`config.mk`:
```
export PLATFORM = sky130hd
export DESIGN_NAME = mbe_ctrl
export DESIGN_NICKNAME = d
export VERILOG_FILES = /design/src/hw/rtl/mbe_pkg.sv /design/src/hw/rtl/mbe_ctrl.sv
export SDC_FILE = /design/constraint.sdc
export NUM_CORES = 1
export LEC_CHECK = 0
export ABC_AREA = 0
export BUFFER_PORTS_ARGS = -buffer_cell sky130_fd_sc_hd__clkbuf_2
export CAP_MARGIN = 10
export CORE_AREA = 8 8 45 47
export CTS_BUF_LIST = sky130_fd_sc_hd__clkbuf_8
export DETAILED_ROUTE_END_ITERATION = 12
export DIE_AREA = 0 0 53 55
export RECOVER_POWER = 25
export SYNTH_ARGS = -nofsm -noshare
export SYNTH_HDL_FRONTEND = slang
export SYNTH_SLANG_ARGS = --single-unit
```
`constraint.sdc`:
```
create_clock -name clk -period 3.95 [get_ports clk]
set_clock_uncertainty 0.15 [all_clocks]
set_input_delay 1.185 -clock clk [delete_from_list [all_inputs] [get_ports clk]]
set_output_delay 1.185 -clock clk [all_outputs]
set_load 0.05 [all_outputs]
```
`src/hw/rtl/mbe_pkg.sv`:
```
package mbe_pkg;

  // default parameter values
  localparam int COORD_BITS_DEF = 12;
  localparam int FRAC_BITS_DEF  = 28;

  // register port geometry
  localparam int CFG_ADDR_BITS = 5;
  localparam int CFG_DATA_BITS = 32;

  // register reset values
  localparam logic [15:0] MAX_ITER_RST    = 16'd10000;
  localparam logic [31:0] REAL_ORIGIN_RST = 32'hE000_0000;
  localparam logic [30:0] REAL_STEP_RST   = 31'd1610613;
  localparam logic [31:0] IMAG_ORIGIN_RST = 32'hF000_0000;
  localparam logic [30:0] IMAG_STEP_RST   = 31'd1073742;

  // register indexes
  typedef enum logic [2:0] {
    REG_MAX_ITER    = 3'd0,
    REG_REAL_ORIGIN = 3'd1,
    REG_REAL_STEP   = 3'd2,
    REG_IMAG_ORIGIN = 3'd3,
    REG_IMAG_STEP   = 3'd4
  } reg_idx_t;

  // input and output transfers
  typedef struct packed {
    logic [11:0] pixel_row;
    logic [11:0] pixel_col;
  } pixel_t;

  typedef struct packed {
    logic [7:0]  red;
    logic [7:0]  green;
    logic [7:0]  blue;
    logic [15:0] iteration_count;
    logic        inside_set;
  } result_t;

  // configuration register contents
  typedef struct packed {
    logic [15:0]        max_iterations;
    logic signed [31:0] real_origin;
    logic [30:0]        real_step;
    logic signed [31:0] imag_origin;
    logic [30:0]        imag_step;
  } cfg_t;

  // controller states
  typedef enum logic [2:0] {
    ST_IDLE,
    ST_ORIGIN,
    ST_MUL,
    ST_UPD,
    ST_FINISH
  } state_t;

  // controller to datapath commands
  typedef struct packed {
    logic map;
    logic seed;
    logic mul;
    logic upd;
    logic emit;
  } dp_cmd_t;

  // datapath to controller status
  typedef struct packed {
    logic stop;
  } dp_status_t;

  // clamp to the signed 32-bit range
  function automatic logic signed [31:0] sat32(input logic signed [63:0] v);
    logic signed [31:0] r;
    if (v > 64'sh0000_0000_7FFF_FFFF) begin
      r = 32'sh7FFF_FFFF;
    end else if (v < -64'sh0000_0000_8000_0000) begin
      r = 32'sh8000_0000;
    end else begin
      r = v[31:0];
    end
    return r;
  endfunction

  // 16-entry colour palette, {red, green, blue}
  function automatic logic [23:0] palette_colour(input logic [3:0] k);
    logic [23:0] c;
    unique case (k)
      4'd0:  c = {8'd60,  8'd30,  8'd15};
      4'd1:  c = {8'd25,  8'd7,   8'd26};
      4'd2:  c = {8'd9,   8'd1,   8'd47};
      4'd3:  c = {8'd4,   8'd4,   8'd73};
      4'd4:  c = {8'd0,   8'd7,   8'd100};
      4'd5:  c = {8'd12,  8'd44,  8'd138};
      4'd6:  c = {8'd24,  8'd82,  8'd177};
      4'd7:  c = {8'd57,  8'd125, 8'd209};
      4'd8:  c = {8'd134, 8'd181, 8'd229};
      4'd9:  c = {8'd211, 8'd236, 8'd248};
      4'd10: c = {8'd241, 8'd233, 8'd191};
      4'd11: c = {8'd248, 8'd201, 8'd95};
      4'd12: c = {8'd255, 8'd170, 8'd0};
      4'd13: c = {8'd204, 8'd128, 8'd0};
      4'd14: c = {8'd153, 8'd87,  8'd0};
      4'd15: c = {8'd106, 8'd52,  8'd3};
    endcase
    return c;
  endfunction

endpackage

```
`src/hw/rtl/mbe_ctrl.sv`:
```
module mbe_ctrl (
  input  logic                clk,
  input  logic                rst,
  input  logic                pixel_valid,
  output logic                pixel_stall,
  output logic                result_valid,
  input  logic                result_stall,
  input  mbe_pkg::dp_status_t status,
  output mbe_pkg::dp_cmd_t    cmd
);
  import mbe_pkg::*;

  state_t state;
  state_t state_next;
  logic   result_valid_next;

  // state and output valid registers
  always_ff @(posedge clk) begin
    if (rst) begin
      state        <= ST_IDLE;
      result_valid <= 1'b0;
    end else begin
      state        <= state_next;
      result_valid <= result_valid_next;
    end
  end

  // next state and commands
  always_comb begin
    state_next  = state;
    cmd         = '0;
    pixel_stall = 1'b1;
    unique case (state)
      ST_IDLE: begin
        pixel_stall = 1'b0;
        if (pixel_valid) begin
          cmd.map    = 1'b1;
          state_next = ST_ORIGIN;
        end
      end
      ST_ORIGIN: begin
        cmd.seed   = 1'b1;
        state_next = ST_MUL;
      end
      ST_MUL: begin
        cmd.mul    = 1'b1;
        state_next = ST_UPD;
      end
      ST_UPD: begin
        if (status.stop) begin
          state_next = ST_FINISH;
        end else begin
          cmd.upd    = 1'b1;
          state_next = ST_MUL;
        end
      end
      ST_FINISH: begin
        if (!result_valid || !result_stall) begin
          cmd.emit   = 1'b1;
          state_next = ST_IDLE;
        end
      end
      default: state_next = ST_IDLE;
    endcase
  end

  // output register fill and drain
  always_comb begin
    if (cmd.emit) begin
      result_valid_next = 1'b1;
    end else if (result_valid && !result_stall) begin
      result_valid_next = 1'b0;
    end else begin
      result_valid_next = result_valid;
    end
  end

endmodule

```
==> results.toml <==
[run_status]
run_status = "finished, final reports clean"

[yosys]
yosysWarnings = 0
synth_top_area_share_pct = 39.75
ys_ff_latch = 4
synth_fp_nets = 28
ys_types = 14
syn_area_um2 = 201.4
synth_fa_ha_area_share_pct = 0
yosys.area.top_type = "dfxtp_1"
synth_top_family_by_area = "simple AND/OR/NAND/NOR gates"
synth_xor_area_share_pct = 0
ys_seq_area_share_pct = 39.75
synth_area_leaders = "dfxtp_1 (40%), o32ai_2 (8.1%), nor2_1 (7.5%), nor3b_1 (7.5%), nor4_1 (6.2%)"
synth_simple_gate_area_share_pct = 41.61
synth.area.mux_share_pct = 0
syn_avg_cell_area_um2 = 8.758
synth_cells = 23
synth_compound_area_share_pct = 13.04

[routing]
drcViolationCount = 0
drt_first_pass_iters = 2
vias_per_cell = 3.865
post_drt_wl_per_cell_um = 10.08
final_antenna_net_count = 0
drt_first_iter_violations = 1
wl_um = 524
vias = 201

[critical_path]
critPathRequiredTime_ps = 2610
r2r_cells = 2
cpMaxStageDelayCell = "clkbuf_2"
r2r_start = "state[2]"
r2r-end = "state[2]"
start_kind = "input port"
critPathMaxStageDelay_ps = 290
critical_path_class = "input port to output port"
worstSetupEndpointType = "output port"
crit_arrival_ps = 1700
cp_cell_sequence = "clkbuf_1 -> a21oi_1 -> clkbuf_2"
critPathMaxFanout = 2
rrSetupSlack_ps = 2700

[finish]
final_cell_mix = "clkbuf_2 (9), nor2_1 (4), dfxtp_1 (4)"
layout_commonest_cell = "clkbuf_2"
synthToLayoutAreaGrowth_pct = 52.80
final_util_pct = 22.24
nNetsFinal = 43
layout-drive-gt1-share_pct = 38.89
diodes = 0

[flow_run]
drv_cap = 0

[sta]
report.final.hold_viol_count = 0
fmax_ghz = 0.3294
slew_viol_final = 0
post-route-period-util_pct = 76.85
fin_tns_setup_ps = 0
layout_min_cycle_time_ps = 3036
rsz0062_at_grt = "no"
tightest_slew_ps = 281.7
setup_viol = 0
slew_headroom_pct = 81.30

[grt]
grt_overflow_total = 0
first_global_vias = 191
antenna_found_initial = 0
grt_max_degree = 9
grt_pass1_wl_um = 897
grtUsageTotal_pct = 4.975

[power]
ir_drop_mv = 0.1835
power.density_nw_per_um2 = 528.2
power_leakage_nw = 0.1383

[floorplanning]
row_count = 14
die_area_um2 = 2915
fp.dieW_um = 53
ios = 12
die_y_um = 55
coreArea_um2 = 1384
initial_core_util_pct = 14.56

[clock_network]
clkTransAtPathRegs_ps = 30
htree_levels = 1
cts_root_buffer = "clkbuf_8"
cts.path.max_buffers = 2
cts_tree = "yes"
cts_buffers = 3
clkLatencyLatePin_ps = 220
post-cts-setup-buffers = 0
ctsHoldBuffers = 0
clkSinkCount = 4
ctsResizeCount = 0

[worst_hold_path]
hold_path_end = "state[0]"
hold_depth = 1
min_path_type = "flop to flop"
hp-start = "state[2]"

[placement]
gp_congestion = 0.6545
io_buffer_count = 11
hpwl_um = 404.3
-- area by class of cell --
class                      instances  area (um^2)
multi-input combinational         17        110.1
timing repair buffer              11        52.55
tap                               16        20.02
inverter                           1        3.754
sequential                         4        80.08
fill                             161         1076
clock buffer                       3        41.29
-- report_power, final --
| part | leakage (nW) | total [mW] | switching [mW] | internal (mW) |
|---|---|---|---|---|
| combinational | 0.0841 | 0.0311 | 0.0230 | 0.00812 |
| clock | 0.0216 | 0.0852 | 0.0203 | 0.0649 |
| sequential | 0.0327 | 0.0463 | 0.00353 | 0.0427 |
-- synth_stat cells --
master / n
a21oi_1: 2
and3_1: 1
buf_4: 1
dfxtp_1: 4
inv_1: 1
nand2_1: 1
nand2b_1: 1
nand3b_1: 1
nor2_1: 4
nor3b_1: 2
nor4_1: 2
o32ai_2: 1
or3_1: 1
or3b_4: 1
-- layer usage --
layer | up-vias | share of wire (%) | track usage (%)
met1 | 80 | 46 | 5.327
li1 | 110 | - | -
met2 | 11 | 38 | 4.688
met4 | 0 | 0 | 3.879
met5 | - | 0 | 0
met3 | 0 | 16 | 6.150
-- through the flow --
step	setup slack (ps)	instances	cell area [um^2]	total power [mW]	hold WS [ps]
finish	914.3	52	307.8	0.1626	379.5
detailed placement	909.1	49	269.0	0.07849	368.9
CTS	907.8	52	310.3	0.1670	373.5
global route	887.1	52	307.8	0.1722	403.8
global placement	923.8	49	269.0	0.07811	375.3
floorplan	751.8	23	201.4	0.06975	330.6
-- cells by family (layout without fill, tap and decap cells) --
group | after synthesis | count (layout)
AO/OA/AOI/OAI | 3 | 3
buffers and inverters | 2 | 15
flip-flops | 4 | 4
AND/OR/NAND/NOR | 14 | 14
-- how the worst max path moves through the flow --
stage                 startpoint  endpoint  slack (ps)  depth (start not counted)
floorplan            pixel_valid    cmd[4]         750                          2
global placement    result_stall    cmd[0]         920                          3
detailed placement  result_stall    cmd[0]         910                          3
CTS                 result_stall    cmd[0]         910                          3
global route        result_stall    cmd[0]         890                          3
finish              result_stall    cmd[0]         910                          3
-- state kept, by name (all words and copies together), names as in the netlist --
register	count
state	3
result_valid	1
-- worst max-delay path: cells and delay by family --
family	cells	cell delay, ps
buffers and inverters	2	370
AOI/OAI and AO/OA	1	140
Power figures use the tool's default switching activity.
