===== src/hw/rtl/mbe_pkg.sv =====
package mbe_pkg;

  // default parameter values
  localparam int COORD_BITS_DEF = 12;
  localparam int FRAC_BITS_DEF  = 28;

  // register port geometry
  localparam int CFG_ADDR_BITS = 5;
  localparam int CFG_DATA_BITS = 32;

  // register reset values
  localparam logic [15:0] MAX_ITER_RST    = 16'd10000;
  localparam logic [31:0] REAL_ORIGIN_RST = 32'hE000_0000;
  localparam logic [30:0] REAL_STEP_RST   = 31'd1610613;
  localparam logic [31:0] IMAG_ORIGIN_RST = 32'hF000_0000;
  localparam logic [30:0] IMAG_STEP_RST   = 31'd1073742;

  // register indexes
  typedef enum logic [2:0] {
    REG_MAX_ITER    = 3'd0,
    REG_REAL_ORIGIN = 3'd1,
    REG_REAL_STEP   = 3'd2,
    REG_IMAG_ORIGIN = 3'd3,
    REG_IMAG_STEP   = 3'd4
  } reg_idx_t;

  // input and output transfers
  typedef struct packed {
    logic [11:0] pixel_row;
    logic [11:0] pixel_col;
  } pixel_t;

  typedef struct packed {
    logic [7:0]  red;
    logic [7:0]  green;
    logic [7:0]  blue;
    logic [15:0] iteration_count;
    logic        inside_set;
  } result_t;

  // configuration register contents
  typedef struct packed {
    logic [15:0]        max_iterations;
    logic signed [31:0] real_origin;
    logic [30:0]        real_step;
    logic signed [31:0] imag_origin;
    logic [30:0]        imag_step;
  } cfg_t;

  // controller states
  typedef enum logic [2:0] {
    ST_IDLE,
    ST_ORIGIN,
    ST_MUL,
    ST_UPD,
    ST_FINISH
  } state_t;

  // controller to datapath commands
  typedef struct packed {
    logic map;
    logic seed;
    logic mul;
    logic upd;
    logic emit;
  } dp_cmd_t;

  // datapath to controller status
  typedef struct packed {
    logic stop;
  } dp_status_t;

  // clamp to the signed 32-bit range
  function automatic logic signed [31:0] sat32(input logic signed [63:0] v);
    logic signed [31:0] r;
    if (v > 64'sh0000_0000_7FFF_FFFF) begin
      r = 32'sh7FFF_FFFF;
    end else if (v < -64'sh0000_0000_8000_0000) begin
      r = 32'sh8000_0000;
    end else begin
      r = v[31:0];
    end
    return r;
  endfunction

  // 16-entry colour palette, {red, green, blue}
  function automatic logic [23:0] palette_colour(input logic [3:0] k);
    logic [23:0] c;
    unique case (k)
      4'd0:  c = {8'd60,  8'd30,  8'd15};
      4'd1:  c = {8'd25,  8'd7,   8'd26};
      4'd2:  c = {8'd9,   8'd1,   8'd47};
      4'd3:  c = {8'd4,   8'd4,   8'd73};
      4'd4:  c = {8'd0,   8'd7,   8'd100};
      4'd5:  c = {8'd12,  8'd44,  8'd138};
      4'd6:  c = {8'd24,  8'd82,  8'd177};
      4'd7:  c = {8'd57,  8'd125, 8'd209};
      4'd8:  c = {8'd134, 8'd181, 8'd229};
      4'd9:  c = {8'd211, 8'd236, 8'd248};
      4'd10: c = {8'd241, 8'd233, 8'd191};
      4'd11: c = {8'd248, 8'd201, 8'd95};
      4'd12: c = {8'd255, 8'd170, 8'd0};
      4'd13: c = {8'd204, 8'd128, 8'd0};
      4'd14: c = {8'd153, 8'd87,  8'd0};
      4'd15: c = {8'd106, 8'd52,  8'd3};
    endcase
    return c;
  endfunction

endpackage


===== src/hw/rtl/mbe_regs.sv =====
module mbe_regs (
  input  logic                               clk,
  input  logic                               rst,
  input  logic                               psel,
  input  logic                               penable,
  input  logic                               pwrite,
  input  logic [mbe_pkg::CFG_ADDR_BITS-1:0]  paddr,
  input  logic [mbe_pkg::CFG_DATA_BITS-1:0]  pwdata,
  output logic [mbe_pkg::CFG_DATA_BITS-1:0]  prdata,
  output logic                               pready,
  output mbe_pkg::cfg_t                      cfg
);
  import mbe_pkg::*;

  reg_idx_t idx;
  logic     wr_en;

  assign idx    = reg_idx_t'(paddr[CFG_ADDR_BITS-1:2]);
  assign wr_en  = psel && penable && pwrite;
  assign pready = 1'b1;

  // register writes
  always_ff @(posedge clk) begin
    if (rst) begin
      cfg.max_iterations <= MAX_ITER_RST;
      cfg.real_origin    <= REAL_ORIGIN_RST;
      cfg.real_step      <= REAL_STEP_RST;
      cfg.imag_origin    <= IMAG_ORIGIN_RST;
      cfg.imag_step      <= IMAG_STEP_RST;
    end else if (wr_en) begin
      unique case (idx)
        REG_MAX_ITER:    cfg.max_iterations <= pwdata[15:0];
        REG_REAL_ORIGIN: cfg.real_origin    <= pwdata[31:0];
        REG_REAL_STEP:   cfg.real_step      <= pwdata[30:0];
        REG_IMAG_ORIGIN: cfg.imag_origin    <= pwdata[31:0];
        REG_IMAG_STEP:   cfg.imag_step      <= pwdata[30:0];
        default: ;
      endcase
    end
  end

  // read back
  always_comb begin
    unique case (idx)
      REG_MAX_ITER:    prdata = CFG_DATA_BITS'(cfg.max_iterations);
      REG_REAL_ORIGIN: prdata = CFG_DATA_BITS'(cfg.real_origin);
      REG_REAL_STEP:   prdata = CFG_DATA_BITS'(cfg.real_step);
      REG_IMAG_ORIGIN: prdata = CFG_DATA_BITS'(cfg.imag_origin);
      REG_IMAG_STEP:   prdata = CFG_DATA_BITS'(cfg.imag_step);
      default:         prdata = '0;
    endcase
  end

endmodule


===== config.mk =====
export PLATFORM = sky130hd
export DESIGN_NAME = mbe_regs
export DESIGN_NICKNAME = d
export VERILOG_FILES = /design/src/hw/rtl/mbe_pkg.sv /design/src/hw/rtl/mbe_regs.sv
export SDC_FILE = /design/constraint.sdc
export NUM_CORES = 1
export LEC_CHECK = 0
export BUFFER_PORTS_ARGS = -buffer_cell sky130_fd_sc_hd__buf_2
export CORE_MARGIN = 10
export CORE_UTILIZATION = 50
export CTS_BUF_LIST = sky130_fd_sc_hd__clkbuf_4 sky130_fd_sc_hd__clkbuf_8
export DETAILED_ROUTE_END_ITERATION = 8
export PLACE_DENSITY = 0.89
export SLEW_MARGIN = 30
export SYNTH_ARGS = -nofsm -noshare
export SYNTH_HDL_FRONTEND = slang
export SYNTH_SLANG_ARGS = --single-unit

===== constraint.sdc =====
create_clock -name clk -period 2.9 [get_ports clk]
set_input_delay 0.725 -clock clk [delete_from_list [all_inputs] [get_ports clk]]
set_output_delay 0.725 -clock clk [all_outputs]
set_load 0.03 [all_outputs]

==> metrics.txt, run 1 <==
status=completed; Max-slew headroom=0.431; Num CTS Buffers=17; post-route minimum period=2720 ps; clk root buf=clkbuf_8; I/O Pins=217; EDFF count, synth=0; Die Y=137 um; Setup crit end kind=primary output; Max Clk Rate=368 MHz; PostCTS Resize Cnt=0; worst slew pin tran=853 ps; Reg clk slew, reported paths=80 ps; final count of negative-setup-slack endpoints=0; Most Used Layer, Global Route=met2; most flop-heavy register=cfg; num rows=42; Final ANT Viol Nets=0; core area=13300 um^2; Initial DRT Pass Iterations=5; met2 Resource Use GR=0.368; ANT cells=0; Routed WL per cell=19.9 um; Worst Path Max Fanout=14; Reg power frac=0.487; die width=137 um; WL final=21300 um; Vias/cell=5.56; CTS tree=yes; commonest non-fill, non-tap cell in the layout=buf_2; most frequent cells in the layout=212 x buf_2, 142 x dfxtp_1, 137 x mux2i_1; VDD IR max=313 uV; combinational fraction of design power=0.103; final RePlAce weighted congestion=0.810; fin crit share=0.937; HP Class=reg -> reg; CP Launch Type=primary input; clock share of power=0.410; DP Area=7990 um^2; dpl hpwl=14900 um; DR DRC count=0; # clock sinks=142; sequential cell area fraction in the yosys report=0.418; vias after detailed routing=5963; layout cells sized above 1=0.330; Static Leak=0.00401 uW; Ys Warns=0; GRT Total Usage=0.218; DIE AREA=18700 um^2; Synth Net Count=731; Sw Pwr=1020 uW; endpoints failing hold=0; wire length of the first global-routing pass=32100 um; required time of the critical path=2170 ps; number of global-route vias before repair=5987; Synth-to-Final Area Change=23.5%; final instance area=8400 um^2; Synth Flop Type=dfxtp_1; GR met1 Demand/Resource=0.254; Worst Clk Skew=0 ps; Switching Fraction=0.253; Final nets=926; placed cells=1041; Netlist Area Pre-Place=6800 um^2; clk buf depth=2; grt ovf=0; Initial Util=0.512; Skew-Pair Late Insertion Delay=440 ps; Worst EP arrival=1990 ps; fin util=0.632; final slew viol count=0; TNS Setup=0 ps; unrepaired setup endpoints after global routing=no; max-cap viol count=0; cts hold-fix bufs=0; Port Buffers=213; grt met3 use=0.0660; pwr/cell area=482 nW/um^2; Post-CTS Setup Bufs=0; Avg Synthesized Cell Area=9.87 um^2; Netlist cell types=34; post-route non-filler standard cell count=1072; biggest regs=cfg: 142 flops; Yosys reg bits=142; Detailed Route Iter0 Violations=358; Internal=3030 uW; pin count of the biggest net entering global routing=193; max reg flops=142; Synth Instances=689; H-tree Lvls=4; antenna violations before repair=1; ys async rst share=0; Crit Path Category=in -> out
## routing by layer
metal	vias up	wire, um
li1	2796	-
met1	2825	8720
met2	306	10100
met3	36	2050
met4	0	442
met5	-	0
## worst max-delay path, cell delays in order
cell and delay (ps):
buf_2 210, nor2b_1 190, buf_4 260, a22oi_1 130, o22ai_1 220, buf_2 250
## cell families (layout without fill, tap and decap cells)
logic type / after synthesis / count (layout) / share of synthesized area
other: 1 / 1 / 0.000551
flip-flops: 142 / 142 / 0.418
buffers and inverters: 62 / 269 / 0.0544
AND/OR/NAND/NOR: 211 / 211 / 0.187
AO/OA/AOI/OAI: 120 / 120 / 0.112
multiplexers: 153 / 153 / 0.228
## through the flow
| step | hold slack (ps) | total power [uW] | setup slack [ps] |
|---|---|---|---|
| 3_5_place_dp | 472 | 2430 | 202 |
| 5_1_grt | 502 | 4170 | 122 |
| 2_1_floorplan | 606 | 2300 | 250 |
| 6_report | 487 | 4050 | 184 |
| 3_3_place_gp | 472 | 2430 | 227 |
| 4_1_cts | 492 | 4080 | 198 |
## cell type report
cell class	instances	area [um^2]
Clock buffer	21	277
Clock inverter	10	139
Fill cell	1132	4890
Multi-Input combinational cell	485	3590
Sequential cell	142	2840
Tap cell	176	220
Timing Repair Buffer	238	1330
## worst paths after layout
| path | from | to | slack [ps] | depth (start not counted) |
|---|---|---|---|---|
| worst max-delay path | paddr[2] | prdata[4] | 180 | 6 |
| worst min-delay path | cfg[116] | cfg[116] | 490 | 2 |
| worst max register to register | cfg[136] | cfg[136] | 2080 | 2 |
| worst min register to register | cfg[116] | cfg[116] | 490 | 2 |
## power groups by stage
stage,clock network (uW),registers (uW),logic [uW]
6_report,1660,1970,417
3_3_place_gp,0,2020,410
5_1_grt,1750,1980,441
4_1_cts,1690,1970,415
2_1_floorplan,0,2050,250
3_5_place_dp,0,2020,414
## cells in the mapped netlist (3+ instances only)
cell type  count  share of area
dfxtp_1      142           0.42
mux2i_1      137           0.20
nand2b_1     122           0.11
nor2_1        51          0.028
a22oi_1       47          0.052
o22ai_1       31          0.029
o21ai_0       30          0.022
clkbuf_1      25          0.014
nor2b_1       21          0.019
mux2_2        16          0.026
buf_2         14          0.010
buf_6         12          0.020
o21ai_1       10         0.0074
buf_4          7         0.0077
clkbuf_2       3         0.0022
Power figures use the tool's default switching activity.
==> inputs of run 2 (changes only) <==
--- a/config.mk
+++ b/config.mk
@@ -10,7 +10,7 @@
 export CORE_UTILIZATION = 50
 export CTS_BUF_LIST = sky130_fd_sc_hd__clkbuf_4 sky130_fd_sc_hd__clkbuf_8
 export DETAILED_ROUTE_END_ITERATION = 8
-export PLACE_DENSITY = 0.89
+export PLACE_DENSITY = 0.78
 export SLEW_MARGIN = 30
 export SYNTH_ARGS = -nofsm -noshare
 export SYNTH_HDL_FRONTEND = slang
==> metrics.txt, run 2 (synthesis results as in run 1) <==
grt ovf=0 (unchanged); CP Launch Type=primary input (unchanged); dpl hpwl=14500 um (was 14900 um); clk root buf=clkbuf_8 (unchanged); final RePlAce weighted congestion=0.826 (was 0.810); vias after detailed routing=5821 (was 5963); antenna violations before repair=0 (was 1); max reg flops=142 (unchanged); pwr/cell area=521 nW/um^2 (was 482 nW/um^2); die width=137 um (unchanged); Final nets=920 (was 926); WL final=20900 um (was 21300 um); pin count of the biggest net entering global routing=193 (unchanged); placed cells=1035 (was 1041); multi-input logic area=3590 um^2 (unchanged); Routed WL per cell=19.6 um (was 19.9 um); TNS Setup=0 ps (unchanged); HP Class=reg -> reg (unchanged); Initial DRT Pass Iterations=4 (was 5); clk buf depth=2 (unchanged); status=completed (unchanged); Worst Clk Skew=0 ps (unchanged); Post-CTS Setup Bufs=0 (unchanged); reg2reg path depth=3 (was 2); Hold Path End=cfg[36] (was cfg[116]); post-route minimum period=2800 ps (was 2720 ps); final count of negative-setup-slack endpoints=0 (unchanged); Vias/cell=5.46 (was 5.56); wire length of the first global-routing pass=32300 um (was 32100 um); Setup WS pre-CTS=94.9 ps (was 202 ps); Skew-Pair Late Insertion Delay=440 ps (about the same); worst slew pin tran=778 ps (was 853 ps); FILL cells=1175 (was 1132); Worst Path Max Fanout=16 (was 14); HP Start=cfg[36] (was cfg[116]); Setup crit end kind=primary output (unchanged); cts hold-fix bufs=0 (unchanged); # clock sinks=142 (unchanged); Static Leak=0.00401 uW (about the same); core area=13300 um^2 (unchanged); GRT Total Usage=0.219 (was 0.218); DIE AREA=18700 um^2 (unchanged); max-cap viol count=0 (unchanged); hold path cells=2 (unchanged); most frequent cells in the layout=212 x buf_2, 142 x dfxtp_1, 137 x mux2i_1 (unchanged); unrepaired setup endpoints after global routing=no (unchanged); Crit Path Category=in -> out (unchanged); Port Buffers=213 (unchanged); VDD IR max=309 uV (was 313 uV); post-route non-filler standard cell count=1067 (was 1072); PostCTS Resize Cnt=0 (unchanged); Initial Util=0.512 (unchanged); Worst EP arrival=2080 ps (was 1990 ps); endpoints failing hold=0 (unchanged); fin crit share=0.967 (was 0.937); ANT cells=0 (unchanged); Synth-to-Final Area Change=23.9% (was 23.5%); CTS tree=yes (unchanged); register area=2840 um^2 (unchanged); required time of the critical path=2170 ps (about the same); H-tree Lvls=4 (unchanged); Reg clk slew, reported paths=80 ps (about the same); final slew viol count=0 (unchanged); DR DRC count=0 (unchanged); commonest non-fill, non-tap cell in the layout=buf_2 (unchanged); number of global-route vias before repair=6037 (was 5987); Detailed Route Iter0 Violations=303 (was 358); most flop-heavy register=cfg (unchanged); I/O Pins=217 (unchanged); Final ANT Viol Nets=0 (unchanged); Die Y=137 um (unchanged); Reg2Reg Launch Point=cfg[86] (was cfg[136]); Max-slew headroom=0.481 (was 0.431); Worst R2R End=cfg[86] (was cfg[136]); biggest regs=cfg: 142 flops (unchanged); Reg2Reg Setup Slack=2040 ps (was 2080 ps); final worst setup slack=96.5 ps (was 184 ps); Max Clk Rate=357 MHz (was 368 MHz); Num CTS Buffers=17 (unchanged); layout cells sized above 1=0.327 (was 0.330); num rows=42 (unchanged)
==> run 2: changes by cell type in the layout (fill, tap and decap cells not counted), sizes merged <==
cell      delta
buf          -6
clkinvlp     +1
bufinv       +4
clkinv       -4
==> run 2: report_power, final <==
| part | total (uW) | internal, uW | switching, uW |
|---|---|---|---|
| combinational | 404 | 147 | 257 |
| sequential | 1980 | 1960 | 12.1 |
| clock | 2010 | 1260 | 751 |
==> run 2: through the flow <==
stage	hold slack, ps	total power, uW	util	area (um^2)
floorplan	606	2300	-	6800
global placement	472	2420	0.595	7920
detailed placement	477	2420	0.595	7920
CTS	484	4420	0.634	8430
global route	504	4530	0.634	8430
finish	488	4390	0.634	8430
==> run 2: how the worst max path moves through the flow <==
stage	cells past startpoint	slack, ps	endpoint	start
5_1_grt	4	20	prdata[30]	paddr[2]
2_1_floorplan	5	250	prdata[20]	paddr[3]
4_1_cts	4	90	prdata[30]	paddr[2]
3_5_place_dp	4	90	prdata[30]	paddr[2]
3_3_place_gp	4	110	prdata[16]	paddr[2]
6_report	4	100	prdata[19]	paddr[2]
==> run 2: layout make-up <==
cell class,instances,share of cell area
clock inverter,11,0.0279
multi-input combinational,485,0.426
clock buffer,21,0.0328
tap,176,0.0261
sequential,142,0.337
timing repair buffer,232,0.150
==> run 2: metal layers <==
layer | up-vias | track usage | routed length, um
met5 | - | 0 | 0
met4 | 0 | 0.0822 | 411
met3 | 30 | 0.0704 | 1820
met2 | 228 | 0.360 | 10000
met1 | 2777 | 0.261 | 8670
li1 | 2786 | - | -
==> run 2: worst max-delay path: stages <==
cell     delay (ps)
buf_2           270
or2b_1          540
o22ai_1         280
buf_2           240
==> inputs of run 3 (changes only) <==
--- a/config.mk
+++ b/config.mk
@@ -5,6 +5,7 @@
 export SDC_FILE = /design/constraint.sdc
 export NUM_CORES = 1
 export LEC_CHECK = 0
+export ABC_AREA = 1
 export BUFFER_PORTS_ARGS = -buffer_cell sky130_fd_sc_hd__buf_2
 export CORE_MARGIN = 10
 export CORE_UTILIZATION = 50
==> metrics.txt, run 3 <==
status=completed (unchanged); hold path cells=2 (unchanged); largest cells by area after synthesis=dfxtp_1 42%, nand2_1 21%, nor2_1 14% (was dfxtp_1 42%, mux2i_1 20%, nand2b_1 11%); Internal=2850 uW (was 3370 uW); Die Y=137 um (about the same); num rows=42 (unchanged); required time of the critical path=2170 ps (about the same); WL final=24700 um (was 20900 um); unrepaired setup endpoints after global routing=no (unchanged); grt ovf=0 (unchanged); reg2reg path depth=2 (was 3); Vias/cell=5.18 (was 5.46); dpl hpwl=17900 um (was 14500 um); Post-synth top cells=385 x nand2_1, 246 x nor2_1, 145 x nand3_1 (was 142 x dfxtp_1, 137 x mux2i_1, 122 x nand2b_1); post-route minimum period=2800 ps (about the same); HP Start=cfg[63] (was cfg[36]); worst slew pin tran=595 ps (was 778 ps); max-cap viol count=0 (unchanged); Crit Path Category=in -> out (unchanged); Initial DRT Pass Iterations=5 (was 4); most frequent cell after synthesis=nand2_1 (was dfxtp_1); Max Clk Rate=357 MHz (about the same); Final ANT Viol Nets=0 (unchanged); CTS tree=yes (unchanged); final count of negative-setup-slack endpoints=0 (unchanged); clk buf depth=2 (unchanged); Synth Net Count=1144 (was 731); biggest regs=cfg: 142 flops (unchanged); pin count of the biggest net entering global routing=57 (was 193); number of global-route vias before repair=6785 (was 6037); Worst EP arrival=2080 ps (about the same); pwr/cell area=464 nW/um^2 (was 521 nW/um^2); GRT Total Usage=0.254 (was 0.219); FILL cells=1291 (was 1175); Max-slew headroom=0.603 (was 0.481); final slew viol count=0 (unchanged); H-tree Lvls=4 (unchanged); commonest non-fill, non-tap cell in the layout=nand2_1 (was buf_2); Worst Path Max Fanout=14 (was 16); VDD IR max=247 uV (was 309 uV); max reg flops=142 (unchanged); post-route non-filler standard cell count=1480 (was 1067); Synth Flop Type=dfxtp_1 (unchanged); Reg clk slew, reported paths=70 ps (was 80 ps); Port Buffers=213 (unchanged); Netlist cell types=16 (was 34); clock share of power=0.365 (was 0.458); Skew-Pair Late Insertion Delay=460 ps (was 440 ps); Worst R2R End=cfg[96] (was cfg[86]); EDFF count, synth=0 (unchanged); I/O Pins=217 (unchanged); Initial Util=0.512 (about the same); Sw Pwr=1080 uW (was 1020 uW); Setup crit end kind=primary output (unchanged); DR DRC count=0 (unchanged); fin crit share=0.966 (was 0.967); Avg Synthesized Cell Area=6.17 um^2 (was 9.87 um^2); ys async rst share=0 (unchanged); placed cells=1451 (was 1035); WL met3=2680 um (was 1820 um); sequential cell area fraction in the yosys report=0.418 (about the same); Reg2Reg Setup Slack=2250 ps (was 2040 ps); cts hold-fix bufs=0 (unchanged); highest metal used=met4 (unchanged); final worst setup slack=99.8 ps (was 96.5 ps); Synth Instances=1102 (was 689); Synth area leader=dfxtp_1 (unchanged); DIE AREA=18700 um^2 (about the same); antenna violations before repair=1 (was 0); TNS Setup=0 ps (unchanged); Setup WS pre-CTS=90.1 ps (was 94.9 ps); wire length of the first global-routing pass=36700 um (was 32300 um); Reg power frac=0.509 (was 0.450); core area=13300 um^2 (unchanged); CP Launch Type=primary input (unchanged); Final nets=1336 (was 920); Yosys reg bits=142 (unchanged); Worst Clk Skew=0 ps (unchanged); final RePlAce weighted congestion=0.956 (was 0.826); Routed WL per cell=16.7 um (was 19.6 um); Num CTS Buffers=17 (unchanged); layout cells sized above 1=0.222 (was 0.327); vias after detailed routing=7665 (was 5821); most frequent cells in the layout=385 x nand2_1, 242 x nor2_1, 213 x buf_2 (was 212 x buf_2, 142 x dfxtp_1, 137 x mux2i_1); M1 WL=9060 um (was 8670 um); HP Class=reg -> reg (unchanged); Static Leak=0.00451 uW (was 0.00401 uW); Reg2Reg Launch Point=cfg[96] (was cfg[86]); Netlist Area Pre-Place=6800 um^2 (about the same); multi-input logic area=3360 um^2 (was 3590 um^2); Ys Warns=0 (unchanged); # clock sinks=142 (unchanged); clk root buf=clkbuf_8 (unchanged); endpoints failing hold=0 (unchanged); most flop-heavy register=cfg (unchanged); register area=2840 um^2 (unchanged); Synth-to-Final Area Change=24.3% (was 23.9%); combinational fraction of design power=0.126 (was 0.092); Detailed Route Iter0 Violations=820 (was 303); area fraction of the dominant cell type after synthesis=0.418 (about the same); Switching Fraction=0.275 (was 0.232); die width=137 um (about the same); met2 WL=11900 um (was 10000 um); Hold Path End=cfg[63] (was cfg[36])
[run 3: how the worst max path moves through the flow]
| stage | slack [ps] | start | to |
|---|---|---|---|
| 2_1_floorplan | 380 | paddr[4] | prdata[10] |
| 3_3_place_gp | 90 | paddr[3] | prdata[22] |
| 3_5_place_dp | 90 | paddr[4] | prdata[22] |
| 4_1_cts | 80 | paddr[4] | prdata[22] |
| 5_1_grt | 3 | paddr[4] | prdata[5] |
| 6_report | 100 | paddr[2] | prdata[13] |
[run 3: cells by family after synthesis]
family | synth area share
AND/OR/NAND/NOR | 0.490
other | 0.000551
flip-flops | 0.418
buffers and inverters | 0.0912
[run 3: cell type report]
type / instances / share of cell area
Multi-Input combinational cell: 813 / 0.398
Sequential cell: 142 / 0.336
Timing Repair Buffer: 246 / 0.166
Clock buffer: 27 / 0.0403
Inverter: 74 / 0.0333
Tap cell: 176 / 0.0260
Clock inverter: 1 / 0.000592
Antenna cell: 1 / 0.000296
[run 3: what timing repair did]
item                                    4_1_cts  5_1_grt
setup buffers                                 0        0
endpoints found under the hold margin         0        0
resized for setup                             0        1
endpoints found under the setup margin        0        8
[run 3: critical path, stage by stage]
cell and delay, ps:
buf_2 190, buf_4 200, nor2_2 160, buf_4 230, nand3_1 100, nand2_1 110
nor2_1 60, nand2_1 90, buf_2 210
[run 3: routing by layer]
layer,track usage,up-vias
li1,-,3774
met1,0.282,3475
met2,0.428,357
met3,0.0814,59
met4,0.131,0
met5,0,-
[run 3: power groups by stage]
| stage | clock [uW] | combinational (uW) | sequential, uW |
|---|---|---|---|
| after floorplan | 0 | 264 | 2090 |
| after global placement | 0 | 487 | 2040 |
| after detailed placement | 0 | 490 | 2040 |
| after CTS | 1450 | 492 | 1990 |
| after global routing | 1530 | 533 | 2000 |
| final | 1430 | 495 | 2000 |
[run 3: per-stage QoR]
| stage | total power (uW) | area, um^2 | utilization | hold WS, ps |
|---|---|---|---|---|
| global route | 4060 | 8450 | 0.636 | 490 |
| CTS | 3940 | 8450 | 0.636 | 470 |
| detailed placement | 2530 | 8110 | 0.610 | 464 |
| floorplan | 2350 | 6800 | - | 601 |
| finish | 3920 | 8450 | 0.636 | 480 |
| global placement | 2530 | 8110 | 0.610 | 461 |
